===== config.mk =====
export PLATFORM = sky130hd
export DESIGN_NAME = latest_value_command_queue_unit_flat
export DESIGN_NICKNAME = d
export VERILOG_FILES = /design/src/lvcq_pkg.sv /design/src/lvcq_if.sv /design/src/latest_value_command_queue_unit.sv /design/src/flat_wrapper.sv
export SDC_FILE = /design/constraint.sdc
export NUM_CORES = 2
export LEC_CHECK = 0
export ABC_AREA = 1
export ABC_CLOCK_PERIOD_IN_PS = 16400
export BUFFER_PORTS_ARGS = -buffer_cell sky130_fd_sc_hd__buf_4
export CAP_MARGIN = 25
export CORE_MARGIN = 2
export CORE_UTILIZATION = 67
export DETAILED_ROUTE_END_ITERATION = 12
export PLACE_DENSITY = 0.85
export SETUP_SLACK_MARGIN = 0.15
export SYNTH_ARGS = -nofsm -noshare
export SYNTH_HDL_FRONTEND = slang
export SYNTH_SLANG_ARGS = --single-unit

===== constraint.sdc =====
create_clock -name clk -period 16.4 [get_ports clk]
set_input_delay 1.64 -clock clk [delete_from_list [all_inputs] [get_ports clk]]
set_output_delay 1.64 -clock clk [all_outputs]
set_load 0.05 [all_outputs]

===== src/lvcq_pkg.sv =====
// ----------------------------------------------------------------------------
// lvcq_pkg
// Shared types and constants for the latest value command queue.
// ----------------------------------------------------------------------------
package lvcq_pkg;

  // Field widths of the request and response channels
  localparam int FIELD_W     = 64;
  localparam int CMD_W       = 2;
  localparam int COUNT_OUT_W = 4;

  // Default sizing of the queue
  localparam int QUEUE_DEPTH_DEF   = 12;
  localparam int KEY_BYTES_DEF     = 8;
  localparam int PAYLOAD_BYTES_DEF = 8;

  // Command codes; the fourth code is unused and leaves the queue alone
  typedef enum logic [CMD_W-1:0] {
    CMD_ENQUEUE = 2'd0,
    CMD_POP     = 2'd1,
    CMD_CLEAR   = 2'd2
  } cmd_t;

  // Sequencer states
  typedef enum logic [2:0] {
    S_IDLE,
    S_SCAN,
    S_APPEND,
    S_HEAD_RD,
    S_HEAD_CAP
  } state_t;

endpackage


===== src/lvcq_if.sv =====
// ----------------------------------------------------------------------------
// lvcq_req_if / lvcq_rsp_if
// Valid/ready channels carrying queue commands and queue status.
// ----------------------------------------------------------------------------

// Command request channel
interface lvcq_req_if import lvcq_pkg::*; ();
  logic               valid;
  logic               ready;
  logic [CMD_W-1:0]   command;
  logic [FIELD_W-1:0] key_word;
  logic [FIELD_W-1:0] payload_word;

  modport source (output valid, command, key_word, payload_word, input ready);
  modport sink   (input valid, command, key_word, payload_word, output ready);
endinterface

// Status response channel
interface lvcq_rsp_if import lvcq_pkg::*; ();
  logic                   valid;
  logic                   ready;
  logic                   accepted;
  logic                   head_valid;
  logic [FIELD_W-1:0]     head_key;
  logic [FIELD_W-1:0]     head_payload;
  logic [COUNT_OUT_W-1:0] entry_count;

  modport source (output valid, accepted, head_valid, head_key, head_payload, entry_count,
                  input ready);
  modport sink   (input valid, accepted, head_valid, head_key, head_payload, entry_count,
                  output ready);
endinterface


===== src/latest_value_command_queue_unit.sv =====
// ----------------------------------------------------------------------------
// latest_value_command_queue_unit
// FIFO of key/payload pairs that keeps only the newest command per key.
// ----------------------------------------------------------------------------
// Each request (enqueue, pop or clear) returns one response with the accept
// flag, the head entry and the entry count after the command. Requests are
// taken one at a time. An enqueue on a non-empty queue walks the queued entries
// through a slot memory with one read and one write port, one slot per cycle,
// dropping those whose key matches and rewriting survivors in order. It then
// appends the new entry, reads the head and captures the response. An enqueue
// on an empty queue skips the scan, and a pop, a clear or the unused code goes
// straight to the head read and capture. The response is registered as the
// block returns to idle and is ready again. A stalled response holds the block
// in its last step. Only the low KEY_BYTES and PAYLOAD_BYTES bytes of the words
// are stored and compared; an empty queue reports a zero head. A new request is
// taken while the previous response still waits in the output register.

module latest_value_command_queue_unit import lvcq_pkg::*; #(
  parameter int QUEUE_DEPTH   = QUEUE_DEPTH_DEF,
  parameter int KEY_BYTES     = KEY_BYTES_DEF,
  parameter int PAYLOAD_BYTES = PAYLOAD_BYTES_DEF
) (
  input  logic   clk,
  input  logic   rst,
  lvcq_req_if.sink   req,
  lvcq_rsp_if.source rsp
);

  localparam int KW = KEY_BYTES * 8;
  localparam int VW = PAYLOAD_BYTES * 8;
  localparam int PW = (QUEUE_DEPTH > 1) ? $clog2(QUEUE_DEPTH) : 1;
  localparam int CW = $clog2(QUEUE_DEPTH + 1);
  localparam logic [CW-1:0] DEPTH_C = CW'(QUEUE_DEPTH);
  localparam logic [PW-1:0] LAST_C  = PW'(QUEUE_DEPTH - 1);
  localparam logic [CW:0]   DEPTH_X = (CW+1)'(QUEUE_DEPTH);

  // Ring pointer advance
  function automatic logic [PW-1:0] ptr_inc(input logic [PW-1:0] p);
    ptr_inc = (p == LAST_C) ? '0 : p + 1'b1;
  endfunction

  state_t state, state_next;

  logic [CMD_W-1:0] cmd_reg;
  logic [KW-1:0]    key_reg;
  logic [VW-1:0]    pay_reg;
  logic [PW-1:0]    head;
  logic [CW-1:0]    count;
  logic [CW-1:0]    idx;
  logic [CW-1:0]    kept;
  logic [PW-1:0]    rd_ptr;
  logic [PW-1:0]    wr_ptr;
  logic             acc;

  // Slot memory
  logic [KW-1:0] key_mem [QUEUE_DEPTH];
  logic [VW-1:0] pay_mem [QUEUE_DEPTH];
  logic [KW-1:0] rd_key;
  logic [VW-1:0] rd_pay;

  logic [PW-1:0] rd_addr;
  logic          wr_en;
  logic [PW-1:0] wr_addr;
  logic [KW-1:0] wr_key;
  logic [VW-1:0] wr_pay;
  logic          keep_hit;
  logic          room;
  logic          cap;
  logic [CW:0]   tail_sum;
  logic [CW:0]   tail_wrap;
  logic [PW-1:0] tail;

  logic [CW+COUNT_OUT_W-1:0] count_ext;
  logic [KW+FIELD_W-1:0]     key_ext;
  logic [VW+FIELD_W-1:0]     pay_ext;

  // Tail slot: head + count modulo depth
  assign tail_sum  = (CW+1)'(head) + (CW+1)'(count);
  assign tail_wrap = (tail_sum >= DEPTH_X) ? tail_sum - DEPTH_X : tail_sum;
  assign tail      = tail_wrap[PW-1:0];
  assign room      = (count < DEPTH_C);

  assign count_ext = {{COUNT_OUT_W{1'b0}}, count};
  assign key_ext   = {{FIELD_W{1'b0}}, rd_key};
  assign pay_ext   = {{FIELD_W{1'b0}}, rd_pay};

  // Next state
  always_comb begin
    state_next = state;
    unique case (state)
      S_IDLE: begin
        if (req.valid) begin
          if (req.command == CMD_ENQUEUE) begin
            state_next = (count == '0) ? S_APPEND : S_SCAN;
          end else begin
            state_next = S_HEAD_RD;
          end
        end
      end
      S_SCAN: begin
        if (idx == count) state_next = S_APPEND;
      end
      S_APPEND:   state_next = S_HEAD_RD;
      S_HEAD_RD:  state_next = S_HEAD_CAP;
      S_HEAD_CAP: begin
        if (cap) state_next = S_IDLE;
      end
      default:    state_next = S_IDLE;
    endcase
  end

  // Sequencer outputs: memory port control
  always_comb begin
    req.ready = (state == S_IDLE);
    rd_addr   = head;
    wr_en     = 1'b0;
    wr_addr   = wr_ptr;
    wr_key    = rd_key;
    wr_pay    = rd_pay;
    keep_hit  = 1'b0;
    cap       = 1'b0;
    unique case (state)
      S_SCAN: begin
        if (idx < count) rd_addr = rd_ptr;
        // compare the slot read last cycle; survivors move up to the write pointer
        if (idx != '0 && rd_key != key_reg) begin
          keep_hit = 1'b1;
          wr_en    = 1'b1;
        end
      end
      S_APPEND: begin
        if (room) begin
          wr_en   = 1'b1;
          wr_addr = tail;
          wr_key  = key_reg;
          wr_pay  = pay_reg;
        end
      end
      S_HEAD_CAP: cap = !rsp.valid || rsp.ready;
      default: ;
    endcase
  end

  // Slot memory ports
  always_ff @(posedge clk) begin
    if (wr_en) begin
      key_mem[wr_addr] <= wr_key;
      pay_mem[wr_addr] <= wr_pay;
    end
    rd_key <= key_mem[rd_addr];
    rd_pay <= pay_mem[rd_addr];
  end

  // Control and queue state
  always_ff @(posedge clk) begin
    if (rst) begin
      state     <= S_IDLE;
      head      <= '0;
      count     <= '0;
      acc       <= 1'b0;
      rsp.valid <= 1'b0;
    end else begin
      state <= state_next;
      unique case (state)
        S_IDLE: begin
          if (req.valid) begin
            cmd_reg <= req.command;
            key_reg <= req.key_word[KW-1:0];
            pay_reg <= req.payload_word[VW-1:0];
            acc     <= 1'b0;
            idx     <= '0;
            kept    <= '0;
            rd_ptr  <= head;
            wr_ptr  <= head;
            case (req.command)
              CMD_POP: begin
                if (count != '0) begin
                  head  <= ptr_inc(head);
                  count <= count - 1'b1;
                end
              end
              CMD_CLEAR: begin
                head  <= '0;
                count <= '0;
              end
              default: ;
            endcase
          end
        end
        S_SCAN: begin
          if (idx < count) begin
            rd_ptr <= ptr_inc(rd_ptr);
            idx    <= idx + 1'b1;
          end
          if (keep_hit) begin
            wr_ptr <= ptr_inc(wr_ptr);
            kept   <= kept + 1'b1;
          end
          if (idx == count) count <= kept + CW'(keep_hit);
        end
        S_APPEND: begin
          if (room) begin
            count <= count + 1'b1;
            acc   <= 1'b1;
          end
        end
        default: ;
      endcase

      // Response register
      if (cap) begin
        rsp.valid        <= 1'b1;
        rsp.accepted     <= acc;
        rsp.head_valid   <= (count != '0);
        rsp.head_key     <= (count != '0) ? key_ext[FIELD_W-1:0] : '0;
        rsp.head_payload <= (count != '0) ? pay_ext[FIELD_W-1:0] : '0;
        rsp.entry_count  <= count_ext[COUNT_OUT_W-1:0];
      end else if (rsp.ready) begin
        rsp.valid <= 1'b0;
      end
    end
  end

  // Checks
  a_count_bound: assert property (@(posedge clk) disable iff (rst) count <= DEPTH_C)
    else $error("entry count beyond queue depth");

  a_kept_bound: assert property (@(posedge clk) disable iff (rst)
    state == S_SCAN |-> kept <= idx)
    else $error("compaction wrote ahead of the scan");

  a_acc_enqueue: assert property (@(posedge clk) disable iff (rst)
    state == S_APPEND && room |=> acc && cmd_reg == CMD_ENQUEUE)
    else $error("append without an enqueue request");

  a_acc_head: assert property (@(posedge clk) disable iff (rst)
    rsp.valid && rsp.accepted |-> rsp.head_valid)
    else $error("accepted enqueue left the queue empty");

  a_empty_zero: assert property (@(posedge clk) disable iff (rst)
    $rose(rsp.valid) && !rsp.head_valid |-> rsp.head_key == '0 && rsp.head_payload == '0)
    else $error("empty queue reported a non-zero head");

endmodule

===== src/flat_wrapper.sv =====
// flat-port wrapper written by rule: the top's interface ports become plain ports
module latest_value_command_queue_unit_flat import lvcq_pkg::*;
#(
  parameter int QUEUE_DEPTH   = QUEUE_DEPTH_DEF,
  parameter int KEY_BYTES     = KEY_BYTES_DEF,
  parameter int PAYLOAD_BYTES = PAYLOAD_BYTES_DEF
)
  (clk, rst, req_valid, req_command, req_key_word, req_payload_word, req_ready, rsp_valid, rsp_accepted, rsp_head_valid, rsp_head_key, rsp_head_payload, rsp_entry_count, rsp_ready);
  lvcq_req_if req_i ();
  lvcq_rsp_if rsp_i ();
  input  logic clk;
  input  logic rst;
  input wire logic [$bits(req_i.valid)-1:0] req_valid;
  input wire logic [$bits(req_i.command)-1:0] req_command;
  input wire logic [$bits(req_i.key_word)-1:0] req_key_word;
  input wire logic [$bits(req_i.payload_word)-1:0] req_payload_word;
  output wire logic [$bits(req_i.ready)-1:0] req_ready;
  output wire logic [$bits(rsp_i.valid)-1:0] rsp_valid;
  output wire logic [$bits(rsp_i.accepted)-1:0] rsp_accepted;
  output wire logic [$bits(rsp_i.head_valid)-1:0] rsp_head_valid;
  output wire logic [$bits(rsp_i.head_key)-1:0] rsp_head_key;
  output wire logic [$bits(rsp_i.head_payload)-1:0] rsp_head_payload;
  output wire logic [$bits(rsp_i.entry_count)-1:0] rsp_entry_count;
  input wire logic [$bits(rsp_i.ready)-1:0] rsp_ready;
  assign req_i.valid = req_valid;
  assign req_i.command = req_command;
  assign req_i.key_word = req_key_word;
  assign req_i.payload_word = req_payload_word;
  assign req_ready = req_i.ready;
  assign rsp_valid = rsp_i.valid;
  assign rsp_accepted = rsp_i.accepted;
  assign rsp_head_valid = rsp_i.head_valid;
  assign rsp_head_key = rsp_i.head_key;
  assign rsp_head_payload = rsp_i.head_payload;
  assign rsp_entry_count = rsp_i.entry_count;
  assign rsp_i.ready = rsp_ready;
  latest_value_command_queue_unit #(.QUEUE_DEPTH(QUEUE_DEPTH), .KEY_BYTES(KEY_BYTES), .PAYLOAD_BYTES(PAYLOAD_BYTES)) u_core (.clk(clk), .rst(rst), .req(req_i), .rsp(rsp_i));
endmodule

Yosys cells after proc, flatten, opt, wreduce, memory -nomap -nowiden

Memories as Yosys holds them, arrays and structs flattened. A register that Yosys moved wholly into a read port is not among the register bits.
Index checks and enable logic that the tools add are counted.

Bits in registers: 291
Bits in writable memories: 1536
Input port bits: 134
Output and inout bits: 136
Logic and storage cells: 121
Memories: 2

Memory list:

| name           | words | width | read ports | clocked after memory_dff | write ports | line                                  | text |
|---|---|---|---|---|---|---|---|
| u_core.key_mem | 12    | 64    | 1          | 1                        | 1           | latest_value_command_queue_unit.sv:56 | `logic [KW-1:0] key_mem [QUEUE_DEPTH];` |
| u_core.pay_mem | 12    | 64    | 1          | 1                        | 1           | latest_value_command_queue_unit.sv:57 | `logic [VW-1:0] pay_mem [QUEUE_DEPTH];` |

Add/sub/neg operators: 10
Order comparisons: 3
Eq/ne operators: 20
Muxes and demuxes: 48
Bitwise gates (word level): 1
Reduce and logical (&&, ||, !) cells: 21

Operators by type and width:

| kind                | number |
|---|---|
| $mux 64             | 4 |
| $mux 4              | 19 |
| $ne 64x64->1        | 1 |
| $pmux 4 s2          | 6 |
| $add 4x1->4 const B | 6 |
| $pmux 3 s5          | 1 |
| $eq 4x4->1 const B  | 3 |
| $mux 3              | 4 |
| $ne 2x1->1 const B  | 6 |
| $pmux 4 s3          | 1 |
| $reduce_and 4->1    | 3 |
| $mux 1              | 10 |
| $reduce_and 3->1    | 3 |
| $reduce_bool 2->1   | 4 |
| $reduce_bool 4->1   | 2 |
| $eq 3x2->1 const B  | 2 |
| $reduce_and 6->1    | 1 |
| $add 4x4->5         | 1 |
| $ge 5x4->1 const B  | 1 |
| $add 4x1->4         | 1 |
| $eq 4x4->1          | 1 |
| $logic_not 4->1     | 1 |
| $lt 4x4->1          | 1 |
| $lt 4x4->1 const B  | 1 |
| other kinds (19)    | 20 |

Longest topological paths before layout

Word-level depth: 7
Gate-level depth with buffers: 18
Mapped depth without buffers: 18

Worst setup path after synthesis

No wires, ideal clock.

Path type: input -> register
Start point: input port rst
End point: register u_core.rsp.accepted, enable pin
Library setup time: 0.791 ns
Arrival: 10.913 ns
Required time: 15.609 ns
Path slack: 4.696 ns
Stages: 2
Path buffers: 1
Path through: buf_1 > nor3_1

Cells in the longest elaborated chain, start to end: 2

Ends and longest elaborated chain:

| item                              | line                                   | text |
|---|---|---|
| start, declared                   | flat_wrapper.sv:12                     | `input logic rst;` |
| $not 1->1 (no source line)        | -                                      |  |
| $reduce_and 2->1 (no source line) | -                                      |  |
| end signal, assigned              | latest_value_command_queue_unit.sv:213 | `rsp.accepted <= acc;` |
| end, declared                     | lvcq_if.sv:28                          | `modport source (output valid, accepted, head_valid, head_key, head_payload, entry_count,` |

Every way passes these cells.
A chain may end at the register's enable or synchronous reset.

Final worst setup path

Start point: register u_core.count[0]
End point: memory u_core.key_mem[8][22] (netlist bit), enable pin

Cells in the longest elaborated chain, start to end: 5
Elaborated cells on any way between the ends: 11
Those cells by class: add/sub (2); order compare (2); mux (7)

Ends and longest elaborated chain:

| item                                      | line                                                                           | text |
|---|---|---|
| start, declared                           | latest_value_command_queue_unit.sv:48                                          | `logic [CW-1:0] count;` |
| start signal, assigned                    | latest_value_command_queue_unit.sv:179                                         | `count <= count - 1'b1;` |
| start signal, assigned                    | latest_value_command_queue_unit.sv:199                                         | `if (idx == count) count <= kept + CW'(keep_hit);` |
| start signal, assigned                    | latest_value_command_queue_unit.sv:203                                         | `count <= count + 1'b1;` |
| $add 4x4->5 or $lt 4x4->1 (tied branches) | latest_value_command_queue_unit.sv:78, latest_value_command_queue_unit.sv:81   |  |
| $sub 4x4->4, or another cell as far along | latest_value_command_queue_unit.sv:79                                          | `assign tail_wrap = (tail_sum >= DEPTH_X) ? tail_sum - DEPTH_X : tail_sum;` |
| $mux 4 or $pmux 1 s2 (tied branches)      | latest_value_command_queue_unit.sv:79, latest_value_command_queue_unit.sv:122  |  |
| $mux 4 or $mux 1 (tied branches)          | latest_value_command_queue_unit.sv:132, latest_value_command_queue_unit.sv:146 |  |
| $mux 4 or $mux 1 (tied branches)          | latest_value_command_queue_unit.sv:122, latest_value_command_queue_unit.sv:147 |  |
| end, declared                             | latest_value_command_queue_unit.sv:56                                          |  |

Several ways; a longest one is shown, not always the timed one.

==> results.txt <==
Detailed placement ended at an HPWL of 97700 um. The clock net in this run drives a total of 1955 sinks. The synthesized-area fraction occupied by ao, oa, aoi and oai cells came out at 0.0445. After detailed routing, the number of vias per cell comes to 5.91.

The startpoint of the most critical setup path was u_core.count[0]. The fraction of the mapped netlist area in simple logic gates is 0.156. Dividing the synthesized area by the synthesized cell count gives 11.0 um2. The worst register-to-register path begins at u_core.count[0]. The total power density per cell area works out to 188 nW/um2. The category of the worst setup path capture point is a flop.

In the final layout, the registers with the most flip-flops are u_core.key_mem: 768 flops, u_core.pay_mem: 768 flops. The number of distinct library cells after synthesis was 39. Summing all multi-input logic gate instances after layout gives 16900 um2. The share of layout cells above drive strength 1 was 0.105; the effective utilization at floorplan was 0.676. The logs give 0.0325 ns for the final worst clock skew and 16.82 ns for the data required time at the worst endpoint.

TritonCTS built the clock tree. The number of synthesized flops with an enable pin was 1814; the layout filler cell count was 6793. After detailed routing, the average wire length per cell comes to 21.4 um.

The number of nets produced by synthesis came out at 7527. The worst setup path is launched from a flop. The worst setup path category is reg2reg. Global routing finished with a remaining overflow of 0. After routing the design area is 91000 um2. After floorplanning, the core was divided into 127 placement rows. The H-tree was split into 4 levels. In this run the static leakage power is 37.8 nW. The total CTS buffers is 188, and the number of remaining DRC errors is 0. The count of buffers added on input and output ports is 269. The latest clock arrival within the worst-skew pair is 0.82 ns. The register area share after synthesis is 0.706. Entering global routing, the biggest net connects 238 pins.

The cell depth of the worst min-delay path works out to 0. Most used flip-flop cell after synthesis: edfxtp_1. Of all nets on the critical path, the largest fanout is 51.

For the final number of hold-violating endpoints, the log shows 0. In this run the count of I/O pins placed on the die edge is 270. From bottom edge to top edge, the die measures 352 um. Max-cap violations in this run came to 0.

For the post-detailed-placement cell area, the log shows 84300 um2. Data arrives at the worst endpoint at 5.95 ns. In this run the horizontal extent of the chip is 352 um. In this run the most critical hold path is launched from u_core.acc. The achievable frequency was 0.181 GHz. Post-synthesis instance area: 81100 um2.

For this run, the post-layout net count is 7795. edfxtp_1 takes more of the synthesized area than any other cell. The slew at the pin closest to its max-slew limit is 1.24 ns.

The hold-fix buffer count after cts is 0. The proportion of synthesized area in mux cells was 0. The number of routed nets with antenna violations came out at 0. Synthesis inferred 1955 register bits. Post-CTS timing repair inserted 0 buffers for setup. The core region is 120000 um2.

The first-pass detailed-route iteration total was 8; the maximum resistive drop on vdd was 0.198 mV. Relative area change from synthesis to final layout: 12.2%. The count of antenna diodes in the layout is 0, and the clock period minus final worst setup slack is 5.52 ns. Summing all flip-flop and latch instances after layout gives 57300 um2. Setup violations remaining at the end of the flow were counted as 0.

The number of violations reported at the end of detailed-routing iteration 0 came out at 8211. Via count of the first global-routing pass: 55100. The XOR/XNOR share of the synthesized area was 0.00194. edfxtp_1 is the most common cell in the netlist.

Measured in cells, the most critical reg-to-reg path has a length of 19. The run gives 0.319 as the global-route usage over all layers. The die covers 124000 um2. The tools report the routability congestion estimate from global placement as 0.858.

After synthesis, the most frequently instantiated cells are 1814 x edfxtp_1, 1784 x nand2_1, 1386 x inv_1, 912 x nand3_1, 341 x nor2_1. The flow ran to the end, and the final reports show no timing, DRC or antenna violations. The share of the clock period used by the worst path after layout is 0.337. The total of cells resized after clock tree synthesis came out at 0. Share of the synthesized area in the top cell type: 0.671. The clock passes through at most 3 buffers.

The run gives 0.164 as the headroom to the max-slew limit. In this run the worst hold path is classified as reg2reg. The async set-or-reset flop fraction in the synthesized netlist was 0; the clock transition at the register clock pins on the worst setup and hold paths after CTS was 0.06 ns.

After detailed routing, the total wire length is 202000 um. The initial antenna violation count is 0. The routed via count is 55600, and the total negative slack is 0 ns. Sorting the synthesized cells by area gives the leading types as edfxtp_1 67%, nand2_1 8.3%, inv_1 6.4%. During synthesis, Yosys emitted a total of 0 warnings.

The root buffer cell chosen for the clock tree is clkbuf_16. The first-pass GRT wire length was 304000 um. Setup repair after global routing left no endpoint under its margin. The adder-cell area share of the yosys netlist was 0.00379; the count of final max-slew check failures was 0. Synthesis produced a netlist whose cell count is 7369.

The dominant combinational cell family by area after synthesis is simple AND/OR/NAND/NOR gates.
per-layer routing:
| metal | wire, um | track usage | up-vias | part of all wire |
|---|---|---|---|---|
| met2 | 99200 | 0.532 | 3917 | 0.49 |
| met4 | 9820 | 0.168 | 0 | 0.049 |
| met1 | 70500 | 0.402 | 26300 | 0.35 |
| li1 | - | - | 24700 | - |
| met3 | 22200 | 0.0552 | 718 | 0.11 |
| met5 | 0 | 0 | - | 0 |
final timing paths:
kind / endpoint / slack [ns]
max: u_core.key_mem[8][22] / 10.88
min: u_core.rsp.accepted / 0.48
max reg2reg: u_core.key_mem[8][22] / 10.88
min reg2reg: u_core.rsp.accepted / 0.48
kinds of logic (layout without fill, tap and decap cells):
| kind of cell | after synthesis | after routing |
|---|---|---|
| and+or+nand+nor | 3058 | 3058 |
| AOI/OAI and AO/OA | 569 | 569 |
| buffers and inverters | 1745 | 2173 |
| DFF | 1955 | 1955 |
| adders and majority gates | 24 | 24 |
| xor gates and xnor gates | 18 | 18 |
area by class of cell:
type | instances | share of cell area
clock buffers | 260 | 0.0571
clock inverters | 90 | 0.0111
inverters | 1389 | 0.0575
multi-input cells | 3669 | 0.186
flip-flops and latches | 1955 | 0.629
well taps | 1612 | 0.0222
repair buffers | 434 | 0.0368
cell usage in the layout (no fill, tap or decap), drive strengths merged, types with 2 or more instances in the layout:
master and instances:
edfxtp 1814, nand2 1788, inv 1395, nand3 913, buf 405, o21ai 404
nor2 341, clkbuf 289, dfxtp 141, o211ai 128, clkinv 61, ha 23
a21oi 22, bufinv 21, xor2 14, and2 7, o22ai 5, xnor2 4
nand4 4, a31oi 3, nor3 3, o21bai 2, clkinvlp 2
worst max-delay path: stages, from the launching register on:
cell	delay [ns]
dfxtp_1	0.51
ha_1	0.24
inv_1	0.06
fa_1	0.38
inv_1	0.06
nand2_1	0.07
nand2_1	0.10
inv_1	0.07
ha_1	0.18
nand3_1	0.11
nand4_1	0.14
and2_1	0.16
nand2_1	0.06
nand2_1	0.06
inv_1	0.08
nand2_1	0.20
nor2_1	0.24
and2_4	0.68
buf_4	0.75
buf_4	0.89
metrics by stage:
stage	util	instances	power [mW]	hold WS (ns)	worst slack (ns)
2_1_floorplan	-	7369	10.9	0.409	4.70
3_3_place_gp	0.701	8954	12.2	0.432	11.20
3_5_place_dp	0.703	8996	12.5	0.451	11.14
4_1_cts	0.755	9346	16.9	0.464	11.00
5_1_grt	0.759	9409	17.8	0.484	10.64
6_report	0.759	9409	17.1	0.479	10.88
power breakdown:
group          internal, mW  switching, mW
sequential             7.21          0.260
clock                  2.54           1.83
combinational          1.32           3.96
total                  11.1           6.05
No activity file was read; power rests on OpenSTA's default activity.
